### config.mk
export PLATFORM = sky130hd
export DESIGN_NAME = task_run_queue
export DESIGN_NICKNAME = d
export VERILOG_FILES = /design/src/rtl/trq_pkg.sv /design/src/rtl/task_run_queue.sv /design/src/rtl/trq_ctrl.sv /design/src/rtl/trq_datapath.sv
export VERILOG_INCLUDE_DIRS = /design/src /design/src/rtl
export SDC_FILE = /design/constraint.sdc
export NUM_CORES = 1
export LEC_CHECK = 0
export BUFFER_PORTS_ARGS = -buffer_cell sky130_fd_sc_hd__buf_2
export CORE_MARGIN = 2
export CORE_UTILIZATION = 59
export DETAILED_ROUTE_END_ITERATION = 8
export PLACE_DENSITY = 0.79
export SLEW_MARGIN = 20
export SYNTH_ARGS = -nofsm -noshare
export SYNTH_HDL_FRONTEND = slang
export SYNTH_SLANG_ARGS = --single-unit
### constraint.sdc
create_clock -name clk -period 4.6 [get_ports clk]
set_clock_uncertainty 0.05 [all_clocks]
set_input_delay 0.46 -clock clk [delete_from_list [all_inputs] [get_ports clk]]
set_output_delay 0.46 -clock clk [all_outputs]
set_load 0.01 [all_outputs]
### src/rtl/task_run_queue_macros.svh
// assertion macros for the task run queue
// uses the clk and arst_n names of the module that expands them
`ifndef TASK_RUN_QUEUE_MACROS_SVH
`define TASK_RUN_QUEUE_MACROS_SVH
`ifndef SYNTHESIS
`define TRQ_ASSERT(lbl, cond) \
	lbl: assert property (@(posedge clk) disable iff (!arst_n) (cond)) \
		else $error("trq check failed");
`define TRQ_ASSERT_NEXT(lbl, pre, post) \
	lbl: assert property (@(posedge clk) disable iff (!arst_n) (pre) |=> (post)) \
		else $error("trq sequence check failed");
`else
`define TRQ_ASSERT(lbl, cond)
`define TRQ_ASSERT_NEXT(lbl, pre, post)
`endif
`endif

### src/rtl/trq_pkg.sv
// shared types and constants for the task run queue
// no dependencies
package trq_pkg;

	localparam int MASK_W = 8;
	localparam int IDX_W  = 3;
	localparam int CNT_W  = 4;

	typedef logic [IDX_W-1:0] trq_idx_t;
	typedef logic [CNT_W-1:0] trq_cnt_t;
	typedef logic [MASK_W-1:0] trq_mask_t;

	typedef struct packed {
		logic     load;
		logic     step;
		logic     finish;
		trq_idx_t task_idx;
	} trq_cmd_t;

	typedef struct packed {
		logic out_free;
	} trq_stat_t;

endpackage

### src/rtl/task_run_queue.sv
// task run queue top level: sequencer plus queue datapath
// depends on trq_pkg, trq_ctrl, trq_datapath
//
// One request on the s_ side carries an add mask and a remove mask for one
// scheduler tick. The block walks the tasks from index 0 upward, one task per
// clock: a task is dropped from the queue if its remove bit is set or it was
// dispatched on the previous tick, then appended at the tail if its add bit is
// set and it is absent. After the walk the head task is reported and marked
// as dispatched for the next tick.
// Sequence: the request is taken in the idle state, the walk then steps through
// min(TASK_COUNT, 8) tasks, and the result is then loaded into the output
// register from the done state. s_tready is high only between ticks.
// The result waits in the output register; while m_tready is low the next
// request is still accepted and walked, and the block holds before loading
// its result until the previous one has been taken.
// Reset empties the queue and clears the dispatched task; no result is pending.
module task_run_queue
	import trq_pkg::*;
#(
	parameter int TASK_COUNT = 8
) (
	input  logic                clk,
	input  logic                arst_n,
	input  logic                s_tvalid,
	output logic                s_tready,
	input  logic [2*MASK_W-1:0] s_tdata,  // add_mask [7:0], remove_mask [15:8]
	output logic                m_tvalid,
	input  logic                m_tready,
	output logic [7:0]          m_tdata,  // run_task [2:0], queue_count [6:3], zero [7]
	output logic                m_tuser   // run_valid [0]
);

	localparam int SlotCount = (TASK_COUNT < MASK_W) ? TASK_COUNT : MASK_W;

	trq_cmd_t  cmd;
	trq_stat_t stat;

	trq_ctrl #(
		.SLOT_COUNT(SlotCount)
	) u_ctrl (
		.clk     (clk),
		.arst_n  (arst_n),
		.s_tvalid(s_tvalid),
		.s_tready(s_tready),
		.stat    (stat),
		.cmd     (cmd)
	);

	trq_datapath #(
		.SLOT_COUNT(SlotCount)
	) u_datapath (
		.clk     (clk),
		.arst_n  (arst_n),
		.s_tdata (s_tdata),
		.cmd     (cmd),
		.stat    (stat),
		.m_tvalid(m_tvalid),
		.m_tready(m_tready),
		.m_tdata (m_tdata),
		.m_tuser (m_tuser)
	);

endmodule

### src/rtl/trq_ctrl.sv
// sequencer for the task run queue: accept, one step per task, result hand-off
// depends on trq_pkg and task_run_queue_macros.svh
`include "task_run_queue_macros.svh"
module trq_ctrl
	import trq_pkg::*;
#(
	parameter int SLOT_COUNT = 8
) (
	input  logic      clk,
	input  logic      arst_n,
	input  logic      s_tvalid,
	output logic      s_tready,
	input  trq_stat_t stat,
	output trq_cmd_t  cmd
);

	localparam logic [1:0] ST_IDLE = 2'd0;
	localparam logic [1:0] ST_STEP = 2'd1;
	localparam logic [1:0] ST_DONE = 2'd2;

	localparam trq_idx_t LAST_IDX = IDX_W'(SLOT_COUNT - 1);

	logic [1:0] state_q;
	logic [1:0] state_d;
	trq_idx_t   task_q;
	trq_idx_t   task_d;

	assign s_tready = (state_q == ST_IDLE);

	always_comb begin
		state_d      = state_q;
		task_d       = task_q;
		cmd.load     = 1'b0;
		cmd.step     = 1'b0;
		cmd.finish   = 1'b0;
		cmd.task_idx = task_q;
		case (state_q)
			ST_IDLE: begin
				if (s_tvalid) begin
					cmd.load = 1'b1;
					task_d   = '0;
					state_d  = ST_STEP;
				end
			end
			ST_STEP: begin
				cmd.step = 1'b1;
				if (task_q == LAST_IDX) begin
					state_d = ST_DONE;
				end else begin
					task_d = task_q + 1'b1;
				end
			end
			ST_DONE: begin
				if (stat.out_free) begin
					cmd.finish = 1'b1;
					state_d    = ST_IDLE;
				end
			end
			default: begin
				state_d = ST_IDLE;
			end
		endcase
	end

	always_ff @(posedge clk or negedge arst_n) begin
		if (!arst_n) begin
			state_q <= ST_IDLE;
			task_q  <= '0;
		end else begin
			state_q <= state_d;
			task_q  <= task_d;
		end
	end

	`TRQ_ASSERT_NEXT(a_load_starts_pass, cmd.load, state_q == ST_STEP && task_q == '0)
	`TRQ_ASSERT_NEXT(a_last_step_done, cmd.step && task_q == LAST_IDX, state_q == ST_DONE)
	`TRQ_ASSERT(a_step_in_range, !cmd.step || task_q <= LAST_IDX)

endmodule

### src/rtl/trq_datapath.sv
// queue storage, per-task remove/append step and output register
// depends on trq_pkg and task_run_queue_macros.svh
`include "task_run_queue_macros.svh"
module trq_datapath
	import trq_pkg::*;
#(
	parameter int SLOT_COUNT = 8
) (
	input  logic                clk,
	input  logic                arst_n,
	input  logic [2*MASK_W-1:0] s_tdata,
	input  trq_cmd_t            cmd,
	output trq_stat_t           stat,
	output logic                m_tvalid,
	input  logic                m_tready,
	output logic [7:0]          m_tdata,
	output logic                m_tuser
);

	trq_mask_t add_q;
	trq_mask_t rem_q;
	trq_mask_t disp_q;
	trq_cnt_t  cnt_q;
	trq_idx_t  list_q [SLOT_COUNT];
	trq_idx_t  list_d [SLOT_COUNT];
	trq_idx_t  shift_src [SLOT_COUNT];

	logic                 out_valid_q;
	logic                 run_valid_q;
	trq_idx_t             run_task_q;
	trq_cnt_t             queue_count_q;

	logic [SLOT_COUNT-1:0] hit;
	logic [SLOT_COUNT-1:0] shift_en;
	logic                 present;
	logic                 remove;
	logic                 append;
	trq_cnt_t             cnt_mid;
	trq_cnt_t             cnt_d;

	genvar g;
	generate
		for (g = 0; g < SLOT_COUNT; g++) begin : g_src
			if (g + 1 < SLOT_COUNT) begin : g_next
				assign shift_src[g] = list_q[g+1];
			end else begin : g_end
				assign shift_src[g] = list_q[g];
			end
		end
	endgenerate

	always_comb begin
		for (int k = 0; k < SLOT_COUNT; k++) begin
			hit[k] = (CNT_W'(k) < cnt_q) && (list_q[k] == cmd.task_idx);
		end
		present = |hit;
		remove  = present && (rem_q[cmd.task_idx] || disp_q[cmd.task_idx]);
		shift_en[0] = remove && hit[0];
		for (int k = 1; k < SLOT_COUNT; k++) begin
			shift_en[k] = shift_en[k-1] || (remove && hit[k]);
		end
		cnt_mid = cnt_q - CNT_W'(remove);
		append  = add_q[cmd.task_idx] && !(present && !remove)
			&& (cnt_mid < CNT_W'(SLOT_COUNT));
		cnt_d   = cnt_mid + CNT_W'(append);
		for (int k = 0; k < SLOT_COUNT; k++) begin
			list_d[k] = shift_en[k] ? shift_src[k] : list_q[k];
			if (append && cnt_mid == CNT_W'(k)) begin
				list_d[k] = cmd.task_idx;
			end
		end
	end

	// queue order, head at entry 0
	always_ff @(posedge clk) begin
		if (cmd.step) begin
			for (int k = 0; k < SLOT_COUNT; k++) begin
				list_q[k] <= list_d[k];
			end
		end
		if (cmd.load) begin
			add_q <= s_tdata[MASK_W-1:0];
			rem_q <= s_tdata[2*MASK_W-1:MASK_W];
		end
		if (cmd.finish) begin
			run_valid_q   <= (cnt_q != '0);
			run_task_q    <= (cnt_q != '0) ? list_q[0] : '0;
			queue_count_q <= cnt_q;
		end
	end

	always_ff @(posedge clk or negedge arst_n) begin
		if (!arst_n) begin
			cnt_q       <= '0;
			disp_q      <= '0;
			out_valid_q <= 1'b0;
		end else begin
			if (cmd.step) begin
				cnt_q <= cnt_d;
			end
			if (cmd.finish) begin
				disp_q      <= (cnt_q != '0) ? (MASK_W'(1) << list_q[0]) : '0;
				out_valid_q <= 1'b1;
			end else if (m_tready) begin
				out_valid_q <= 1'b0;
			end
		end
	end

	assign stat.out_free = !out_valid_q || m_tready;
	assign m_tvalid      = out_valid_q;
	assign m_tuser       = run_valid_q;
	assign m_tdata       = {1'b0, queue_count_q, run_task_q};

	`TRQ_ASSERT(a_count_bound, cnt_q <= CNT_W'(SLOT_COUNT))
	`TRQ_ASSERT(a_finish_when_free, !cmd.finish || stat.out_free)
	`TRQ_ASSERT_NEXT(a_finish_shows, cmd.finish, m_tvalid && (m_tuser == (queue_count_q != '0)))

endmodule

[Yosys cells after proc, flatten, opt, wreduce, memory -nomap -nowiden]
Memories as Yosys holds them, arrays and structs flattened.
Index checks and enable logic that the tools add are counted.
Word-level totals
  bits in registers: 42
  RAM bits: 24
  bits of input ports: 20
  memories kept: 1
Operators by class
  $add $sub $neg: 3
  magnitude comparators: 10
  equality and inequality tests: 22
  shifts and indexed selects: 1
  mux-type cells: 38
  reductions and logical operators: 46
Memories
  u_datapath.list_q: words 8, width 3, rd ports 8, clocked after memory_dff 0, write ports 8, RTL line trq_datapath.sv:24  | trq_idx_t list_q [SLOT_COUNT];
Operators with widths (number)
  2-to-1 mux 3 bit: 17
  logical AND 1 bit: 27
  == test 3 bit: 8
  == test 4 x 3 -> 1 bit (second input constant): 4
  < comparator 3 x 4 -> 1 bit (first input constant): 4
  2-to-1 mux 1 bit: 12
  binary-select mux 1 bit (select 3 bit): 3
  == test 4 x 2 -> 1 bit (second input constant): 2
  logical OR 1 bit: 8
  < comparator 1 x 4 -> 1 bit (first input constant): 2
  < comparator 2 x 4 -> 1 bit (first input constant): 2
  2-to-1 mux 8 bit: 1
  OR reduction 8 bit: 1
  << shifter 1 x 3 -> 8 bit (first input constant): 1
  2-to-1 mux 2 bit: 3
  inequality test 2 bit (second input constant): 3
  one-hot mux 2 bit (3 select lines): 1
  one-hot mux 3 bit (2 select lines): 1
  AND reduction 3 bit: 2
  adder 4 x 1 -> 4 bit: 1
  == test 4 x 1 -> 1 bit (second input constant): 1
  logical NOT 4 bit: 1
  < comparator 3 x 4 -> 1 bit (second input constant): 1
  < comparator 4 bit (second input constant): 1
  10 further kinds: 13

[Longest topological paths before layout]
Gate-level depths: netlist of run 1.
An unclocked memory read counts as a cell.
  word-level depth: 14
  gate-level depth with buffers: 18

[Cells and area by module]
From an unflattened synthesis of run 1, not the netlist that was laid out.
Second synthesis, totals
  cells, all modules: 306
  area total of the unflattened synthesis: 3694.8 um2
By module, submodules not included
  trq_datapath: times used 1, cells an instance 274, area each 3359.5 um2
  trq_ctrl: times used 1, cells an instance 32, area each 335.3 um2

[Least setup slack after synthesis of run 1]
Ideal clock, no wire load.
  kind: reg-to-reg
  start point: reg u_ctrl.task_q[2]
  end point: reg u_datapath.cnt_q[2]
  library setup time: 123 ps
  arrival time: 3529 ps
  setup slack: 898 ps
  cell stages (with the launch flop): 18
  buffers on the path: 2
  path through: dfrtp_1 > buf_2 > xor2_1 > nor4_2 > nor4b_4 > and4_1 > buf_6 > nor2_1 > ha_1 > nor3b_1 > xor2_1 > nor2_4 > a21boi_0 > ha_1 > ha_1 > xor2_1 > nand2_1 > xnor2_1
Between the ends
  cells in the longest elaborated chain, start to end: 10
RTL lines
  start, declared: RTL line trq_ctrl.sv:25  | trq_idx_t task_q;
  start signal, assigned: RTL line trq_ctrl.sv:71  | task_q <= task_d;
  parallel branches: the longest is 9 deep, another holds subtractor 4 x 1 -> 4 bit
  adder 4 x 1 -> 4 bit (*): RTL line trq_datapath.sv:65  | cnt_d = cnt_mid + CNT_W'(append);
  end signal, assigned: RTL line trq_datapath.sv:99  | cnt_q <= cnt_d;
  end, declared: RTL line trq_datapath.sv:23  | trq_cnt_t cnt_q;
Every way passes the cells marked *. The select of a mux whose other input is x is not followed.
A chain may end at the register's enable or synchronous reset.

[Final worst setup path of run 1]
  start point: reg u_ctrl.task_q[1]
  end point: reg u_datapath.cnt_q[2]
The elaborated chain is that of the path after synthesis.

==> results.txt, run 1 <==
Worst-Skew Late Latency = 0.35 ns
core area = 5610 µm²
Tot GR Track Use = 0.233
WL/cell = 17.8 µm
f_max = 0.239 GHz
Num CTS Buffers = 9
first-pass GRT wire length = 11,100 µm
Pre-antenna DRT Iters = 4
min Tclk post-route = 4.18 ns
CTS Sinks = 66
multiplexer share of the synthesized area = 0.0904
DRT iter0 DRCs = 144
layout overhead on the synthesized area = 10.8%
Post-Synth XOR/XNOR Area = 0.0781
crit path kind = flop to flop
H-tree depth = 3
count of different cell masters after synthesis = 52
fin nets = 319
TritonCTS clock tree = yes
Place WS = 0.485 ns
gr ovfl total = 0
worst rel slew slack = 0.419
post-synthesis register bit count = 66
root buf cell = clkbuf_8
via count = 2,181
via count of the first global-routing pass = 2,273
Final Hold Viols = 0
CP Capture Type = flop
post-DP HPWL = 4660 µm
CP Max Fanout = 18
initial antenna violation count = 0
main combinational cell family by area after synthesis = simple AND/OR/NAND/NOR gates
Max Cap Viol = 0
critical path arrival = 4.34 ns
routability congestion estimate from global placement = 0.848
worst setup margin = 0.418 ns
cts repair resizes = 0
Die W = 80.7 µm
Die H = 80.7 µm
worst hold slack = 0.227 ns
worst r2r src = u_ctrl.task_q[1]
sequential cell area fraction in the yosys report = 0.544
FILL cells = 432
Mapped Area = 3470 µm²
simple-gate area share of the yosys netlist = 0.118
Syn. warnings = 0
antenna cells = 0
Post-Route WL = 6600 µm
adder-cell area share of the yosys netlist = 0.0216
Compound-Gate Fraction of Synth Area = 0.109
CP startpoint = u_ctrl.task_q[1]
asr flop ratio synth = 0.273
largest net degree at the start of global routing = 19
CP Launch Type = flop
fin. max-slew vios = 0
RSZ-0062 raised after global routing = false
remaining antenna violation count = 0
DRC Markers = 0
number of buffers added on ports = 29
worst-case clock buffer depth = 2
clock-pin slew on the worst setup and hold paths = 0.08 ns
synthesized instance count = 262
num ports = 31
outcome = complete, no violations
endpoints failing setup = 0
post-route setup TNS = 0 ns
full die area = 6520 µm²
syn_area_per_cell = 13.3 µm²
HP Class = input port to flop
layout cell share with drive strength beyond 1 = 0.292
Core Rows = 27
EDFF count, synth = 48
initial core utilization = 0.620
fin crit share = 0.909
vias per inst = 5.89
CP Data Required Time = 4.76 ns
Main synth FF type = edfxtp_1
worst-margin pin slew = 0.871 ns
hold path start = s_tdata[13]
Syn Nets = 288
Core Util, Final = 0.687
layer usage:
layer  vias to the layer above  wire [µm]  share of wire  track usage
met5                         -          0              0            0
met4                         0         97          0.015       0.0610
met3                         8        283          0.043       0.0778
met2                        53       3370           0.51        0.394
met1                      1083       2840           0.43        0.289
li1                       1037          -              -            -
layout by cell type (no fill, tap or decap), types with 6 or more instances in the layout:
cell and count:
edfxtp_1 48, clkbuf_8 9, ha_1 6, nor3_1 8
buf_2 29, a21oi_1 9, xor2_1 21, dfrtp_1 18
o21ai_0 9, xnor2_1 10, a22o_1 9, mux2_2 18
nor2_1 9, inv_1 7, nand2_1 16
state kept, by name (all words and copies together) (netlist names):
signal	flops
u_ctrl.task_q	3
u_datapath.disp_q	8
u_ctrl.state_q	2
u_datapath.list_q	24
u_datapath.m_tvalid	1
u_datapath.run_task_q	3
u_datapath.m_tuser	1
u_datapath.cnt_q	4
u_datapath.add_q	8
u_datapath.rem_q	8
u_datapath.queue_count_q	4
per-stage QoR:
stage,area (µm²),cells
3_5_place_dp,3640,353
5_1_grt,3850,370
4_1_cts,3850,370
3_3_place_gp,3640,353
6_report,3850,370
2_1_floorplan,3470,262
synth_stat cells, types with 2 or more instances:
master     n  area share
a21oi_1    9       0.013
a22o_1     9       0.023
and2b_1    2      0.0043
and4_1     5       0.013
buf_2      4      0.0058
buf_4      3      0.0065
buf_6      4       0.013
clkbuf_1   4      0.0043
dfrtp_1   18        0.13
edfxtp_1  48        0.41
ha_1       6       0.022
inv_1      7      0.0076
mux2_2    18       0.058
mux2_4     3       0.013
mux4_2     2       0.013
nand2_1   16       0.017
nand2b_1   4      0.0072
nand4_1    2      0.0036
nor2_1     9      0.0097
nor2b_1    2      0.0036
nor3_1     8       0.012
nor3b_1    5       0.011
nor4_1     3      0.0054
nor4_2     2      0.0072
o211ai_4   2       0.012
o21ai_0    9       0.013
o21ai_2    3      0.0076
or2_2      2      0.0036
xnor2_1   10       0.025
xor2_1    21       0.053
critical path: stages (launching register included):
cell and delay, ns:
dfrtp_1 0.78, xor2_1 0.18, nor4_2 0.52, nor4b_4 0.13, and4_1 0.19, nor2_1 0.09, ha_1 0.17, nor3b_1 0.37
xor2_1 0.18, nor2_4 0.28, a21boi_0 0.31, ha_1 0.23, ha_1 0.16, xor2_1 0.14, nand2_1 0.08, xnor2_1 0.17
path summary, 6_finish.rpt:
| kind | depth (start not counted) | to | slack, ns |
|---|---|---|---|
| setup / recovery | 15 | u_datapath.cnt_q[2] | 0.42 |
| setup reg to reg | 15 | u_datapath.cnt_q[2] | 0.42 |
| hold reg to reg | 1 | u_datapath.disp_q[5] | 0.47 |
| max in group asynchronous | 2 | u_datapath.cnt_q[1] | 3.69 |
| hold / removal | 1 | u_datapath.rem_q[5] | 0.23 |
| min in group asynchronous | 2 | u_datapath.disp_q[0] | 0.51 |
repair_timing:
item                                    CTS  global route
endpoints found under the setup margin    0             0
hold buffers                              1             0
setup buffers                             0             0
hold endpoints to repair                 18             0
cell families (layout without fill, tap and decap cells):
family,count (synthesis),in the layout
adders and majority gates,6,6
other,1,1
buffers and inverters,22,58
muxes,25,25
AOI/OAI and AO/OA,45,45
xor gates and xnor gates,31,31
DFF,66,66
and+or+nand+nor,66,66
area by class of cell:
cell class | count | area (µm²) | share of cell area
Clock buffer | 10 | 128 | 0.0331
Clock inverter | 6 | 67.6 | 0.0175
Inverter | 7 | 26.3 | 0.00682
Multi-Input combinational cell | 174 | 1450 | 0.378
Sequential cell | 66 | 1890 | 0.491
Tap cell | 72 | 90.1 | 0.0234
Timing Repair Buffer | 35 | 193 | 0.0500
Power of run 1 is not shown: default switching activity piles up to over one toggle a cycle in this logic, so the estimate is an artifact.
==> run 2, diff against run 1 <==
Settings changed: CORE_UTILIZATION 59 to 60, PLACE_DENSITY 0.79 to 0.8, RECOVER_POWER set to 25, SYNTH_HIERARCHICAL set to 1.
==> results.txt, run 2 <==
layout cell share with drive strength beyond 1 = 0.277
crit path kind = flop to flop
post-route setup TNS = 0 ns
FILL cells = 422
adder-cell area share of the yosys netlist = 0.0169
Worst-Skew Late Latency = 0.34 ns
multiplexer share of the synthesized area = 0.0782
Main synth FF type = edfxtp_1
Yosys top cell by area = edfxtp_1
RSZ-0062 raised after global routing = false
hold depth = 1
full die area = 6800 µm²
syn_area_per_cell = 12.1 µm²
clock-pin slew on the worst setup and hold paths = 0.07 ns
TritonCTS clock tree = yes
via count = 2,500
Num CTS Buffers = 9
worst-margin pin slew = 1.01 ns
core area = 5920 µm²
gr ovfl total = 0
worst-case clock buffer depth = 2
WL/cell = 17.6 µm
max reg flops = 24
Core Rows = 28
antenna cells = 0
Post-Synth XOR/XNOR Area = 0.0664
Post-synth top cells = edfxtp_1, inv_1, mux2_2
CP startpoint = u_ctrl/task_q[0]
largest net degree at the start of global routing = 22
DRC Markers = 0
Synth top area share = 0.390
Place WS = 0.352 ns
critical path arrival = 4.30 ns
CP Launch Type = flop
Largest Register = u_datapath/list_q
Max Cap Viol = 0
sequential cell area fraction in the yosys report = 0.512
f_max = 0.231 GHz
outcome = complete, no violations
most common cell after layout, fill and taps aside = edfxtp_1
CTS Sinks = 66
CP Data Required Time = 4.56 ns
number of buffers added on ports = 29
largest cells by area after synthesis = edfxtp_1, dfrtp_1, mux2_2, xnor2_1, xor2_1
post-DP HPWL = 5220 µm
fin crit share = 0.943
root buf cell = clkbuf_8
count of different cell masters after synthesis = 64
fin nets = 363
via count of the first global-routing pass = 2,499
Mapped Area = 3690 µm²
post-synthesis register bit count = 66
CP Capture Type = flop
Tot GR Track Use = 0.238
Syn Nets = 331
hold path start = s_tdata[0]
remaining antenna violation count = 0
worst r2r src = u_ctrl/task_q[0]
fin. max-slew vios = 0
main combinational cell family by area after synthesis = simple AND/OR/NAND/NOR gates
Die W = 82.5 µm
routability congestion estimate from global placement = 0.918
Pre-antenna DRT Iters = 5
num ports = 31
synthesized instance count = 306
most common cell in the netlist = edfxtp_1
initial core utilization = 0.624
register area = 1890 µm²
CP Max Fanout = 12
DRT iter0 DRCs = 171
worst rel slew slack = 0.329
layout overhead on the synthesized area = 10.8%
Post-CTS Setup Repair Bufs = 0
most frequent cells in the layout = edfxtp_1, buf_2, inv_1, mux2_2
simple-gate area share of the yosys netlist = 0.151
Syn. warnings = 6
Compound-Gate Fraction of Synth Area = 0.122
area of the multi-input gates = 1610 µm²
HP Class = input port to flop
H-tree depth = 3
first-pass GRT wire length = 11,800 µm
initial antenna violation count = 0
worst setup margin = 0.263 ns
min Tclk post-route = 4.34 ns
EDFF count, synth = 48
Die H = 82.5 µm
Final Hold Viols = 0
asr flop ratio synth = 0.273
vias per inst = 5.98
Post-Route WL = 7340 µm
Worst R2R Path Depth = 13
endpoints failing setup = 0
-- run 2: cell types whose count changed after synthesis, moves of 6 or more --
cell	delta
inv_1	+12
nand3_1	+8
xor2_1	-8
o22ai_1	+8
a22o_1	-8
nor2_1	+6
-- run 2: layer usage --
metal / global-route usage / routed length [µm] / vias up
met2: 0.407 / 3670 / 75
met4: 0.115 / 130 / 0
li1: - / - / 1190
met1: 0.283 / 3190 / 1219
met3: 0.0543 / 348 / 16
met5: 0 / 0 / -
-- run 2: cell families after synthesis --
logic type	Yosys count
and+or+nand+nor	92
DFF	66
AOI/OAI and AO/OA	53
buffers and inverters	36
xor gates and xnor gates	28
muxes	25
adders and majority gates	5
other	1
-- run 2: worst paths after layout --
path | to | slack [ns]
max | u_datapath/list_q[1][4] | 0.26
min | u_datapath/add_q[0] | 0.24
max reg2reg | u_datapath/list_q[1][4] | 0.26
min reg2reg | u_ctrl/state_q[0] | 0.50
max in group asynchronous | u_ctrl/task_q[2] | 3.06
min in group asynchronous | u_datapath/disp_q[2] | 0.76
-- run 2: cell type report --
cell class / instances / share of cell area
tap: 75 / 0.0229
clock buffer: 9 / 0.0303
clock inverter: 7 / 0.0229
multi-input combinational: 204 / 0.393
timing repair buffer: 37 / 0.0504
inverter: 20 / 0.0183
sequential: 66 / 0.463
-- run 2: metrics by stage --
| step | cell area, µm² | utilization | hold slack, ns | std cells |
|---|---|---|---|---|
| 2_1_floorplan | 3690 | - | 0.114 | 306 |
| 3_3_place_gp | 3860 | 0.653 | 0.362 | 401 |
| 3_5_place_dp | 3860 | 0.653 | 0.365 | 401 |
| 4_1_cts | 4090 | 0.691 | 0.225 | 418 |
| 5_1_grt | 4090 | 0.691 | 0.220 | 418 |
| 6_report | 4090 | 0.691 | 0.242 | 418 |
-- run 2: critical path, cell delays in order (launching register included) --
cell and delay [ns]:
dfrtp_1 0.67, buf_4 0.27, xor2_1 0.08, or4_1 0.56
nand3_1 0.21, nor3_4 0.05, nor2_1 0.08, ha_1 0.25
nor3b_1 0.36, xnor2_1 0.22, nand4_1 0.26, nor4_1 0.33
o21bai_1 0.24, a21oi_1 0.35
-- run 2: what timing repair did --
action	4_1_cts	5_1_grt
setup endpoints to repair	0	3
resized for setup	0	1
hold endpoints to repair	18	0
hold buffers	1	0
Power of run 2 is left out for the same reason.
==> run 3, diff against run 2 <==
Settings changed: PLACE_DENSITY 0.8 to 0.82.
==> results.txt, run 3 (synthesized netlist as in run 2, its figures left out) <==
num ports = 31
CTS Sinks = 66
vias per inst = 5.96
Die W = 82.5 µm
most frequent cells in the layout = edfxtp_1, buf_2, inv_1, mux2_2, dfrtp_1
full die area = 6800 µm²
clock-pin slew on the worst setup and hold paths = 0.07 ns
worst-margin pin slew = 1.03 ns
Core Util, Final = 0.693
TritonCTS clock tree = yes
initial core utilization = 0.624
fin crit share = 0.906
min Tclk post-route = 4.17 ns
post-route setup TNS = 0 ns
Core Rows = 28
CP Launch Type = flop
cts repair resizes = 0
CP Capture Type = flop
Post-Route WL = 7290 µm
gr ovfl total = 0
initial antenna violation count = 0
DRC Markers = 0
worst setup margin = 0.432 ns
Max Used Layer = met4
WL met1 = 3000 µm
largest net degree at the start of global routing = 22
FILL cells = 407
max reg flops = 24
most common cell after layout, fill and taps aside = edfxtp_1
Num CTS Buffers = 9
Die H = 82.5 µm
layout overhead on the synthesized area = 11.0%
RSZ-0062 raised after global routing = false
fin nets = 363
via count = 2,490
outcome = complete, no violations
critical path arrival = 4.14 ns
worst-case clock buffer depth = 2
root buf cell = clkbuf_8
H-tree depth = 3
fin. max-slew vios = 0
met3 WL post-DR = 442 µm
crit path kind = flop to flop
Final Hold Viols = 0
f_max = 0.240 GHz
WL/cell = 17.4 µm
endpoints failing setup = 0
Largest Register = u_datapath/list_q
Place WS = 0.469 ns
CP Data Required Time = 4.57 ns
worst rel slew slack = 0.311
layout cell share with drive strength beyond 1 = 0.277
met2 routed WL = 3690 µm
placed instance count = 401
number of buffers added on ports = 29
CP Max Fanout = 21
antenna cells = 0
via count of the first global-routing pass = 2,577
DRT iter0 DRCs = 128
Tot GR Track Use = 0.245
Max Cap Viol = 0
HP Class = input port to flop
first-pass GRT wire length = 12,100 µm
core area = 5920 µm²
Pre-antenna DRT Iters = 4
Worst-Skew Late Latency = 0.34 ns
post-DP HPWL = 5260 µm
routability congestion estimate from global placement = 0.917
Final Non-Filler Cells = 418
remaining antenna violation count = 0
## run 3: changes by cell type in the layout (fill, tap and decap cells not counted)
cell / delta
clkbuf_8: +1
clkinv_1: -1
dfrtp_1: +1
dfrtp_2: -1
## run 3: area by class of cell
type / instances / area, µm² / share of cell area
clock buffer: 10 / 138 / 0.0336
clock inverter: 6 / 90.1 / 0.0220
inverter: 20 / 75.1 / 0.0183
multi-input combinational: 204 / 1610 / 0.392
sequential: 66 / 1890 / 0.461
tap: 75 / 93.8 / 0.0229
timing repair buffer: 37 / 206 / 0.0503
## run 3: routing by layer
layer	global-route usage	vias to the layer above
met2	0.414	82
met1	0.297	1202
met3	0.0587	15
met4	0.112	0
li1	-	1191
met5	0	-
## run 3: path summary, 6_finish.rpt
check	startpoint	endpoint	slack, ns	cells past startpoint
worst max-delay path	u_ctrl/task_q[2]	u_datapath/list_q[1][4]	0.43	12
worst min-delay path	s_tdata[7]	u_datapath/add_q[7]	0.24	1
worst max register to register	u_ctrl/task_q[2]	u_datapath/list_q[1][4]	0.43	12
worst min register to register	u_datapath/disp_q[3]	u_datapath/disp_q[3]	0.50	2
max in group asynchronous	arst_n	u_datapath/cnt_q[0]	3.10	2
min in group asynchronous	arst_n	u_datapath/cnt_q[1]	0.77	2
## run 3: worst max-delay path, cell delays in order (launching register included)
cell and delay [ns]:
dfrtp_1 0.86, xor2_1 0.18, or4_1 0.58, nand4_4 0.15, nor3_4 0.06, nor2_1 0.09
ha_1 0.22, nor3b_1 0.34, xnor2_1 0.21, nand4_1 0.25, nor4_1 0.31, o21bai_1 0.23
a21oi_1 0.32
## run 3: timing repair
action,CTS,global route
hold buffers,1,0
hold endpoints to repair,18,0
buffers inserted,0,0
## run 3: stage by stage
stage,hold WS (ns),area (µm²)
after floorplan,0.114,3690
after global placement,0.361,3860
after detailed placement,0.369,3860
after CTS,0.220,4100
after global routing,0.222,4100
final,0.239,4100
Power of run 3 is left out for the same reason.
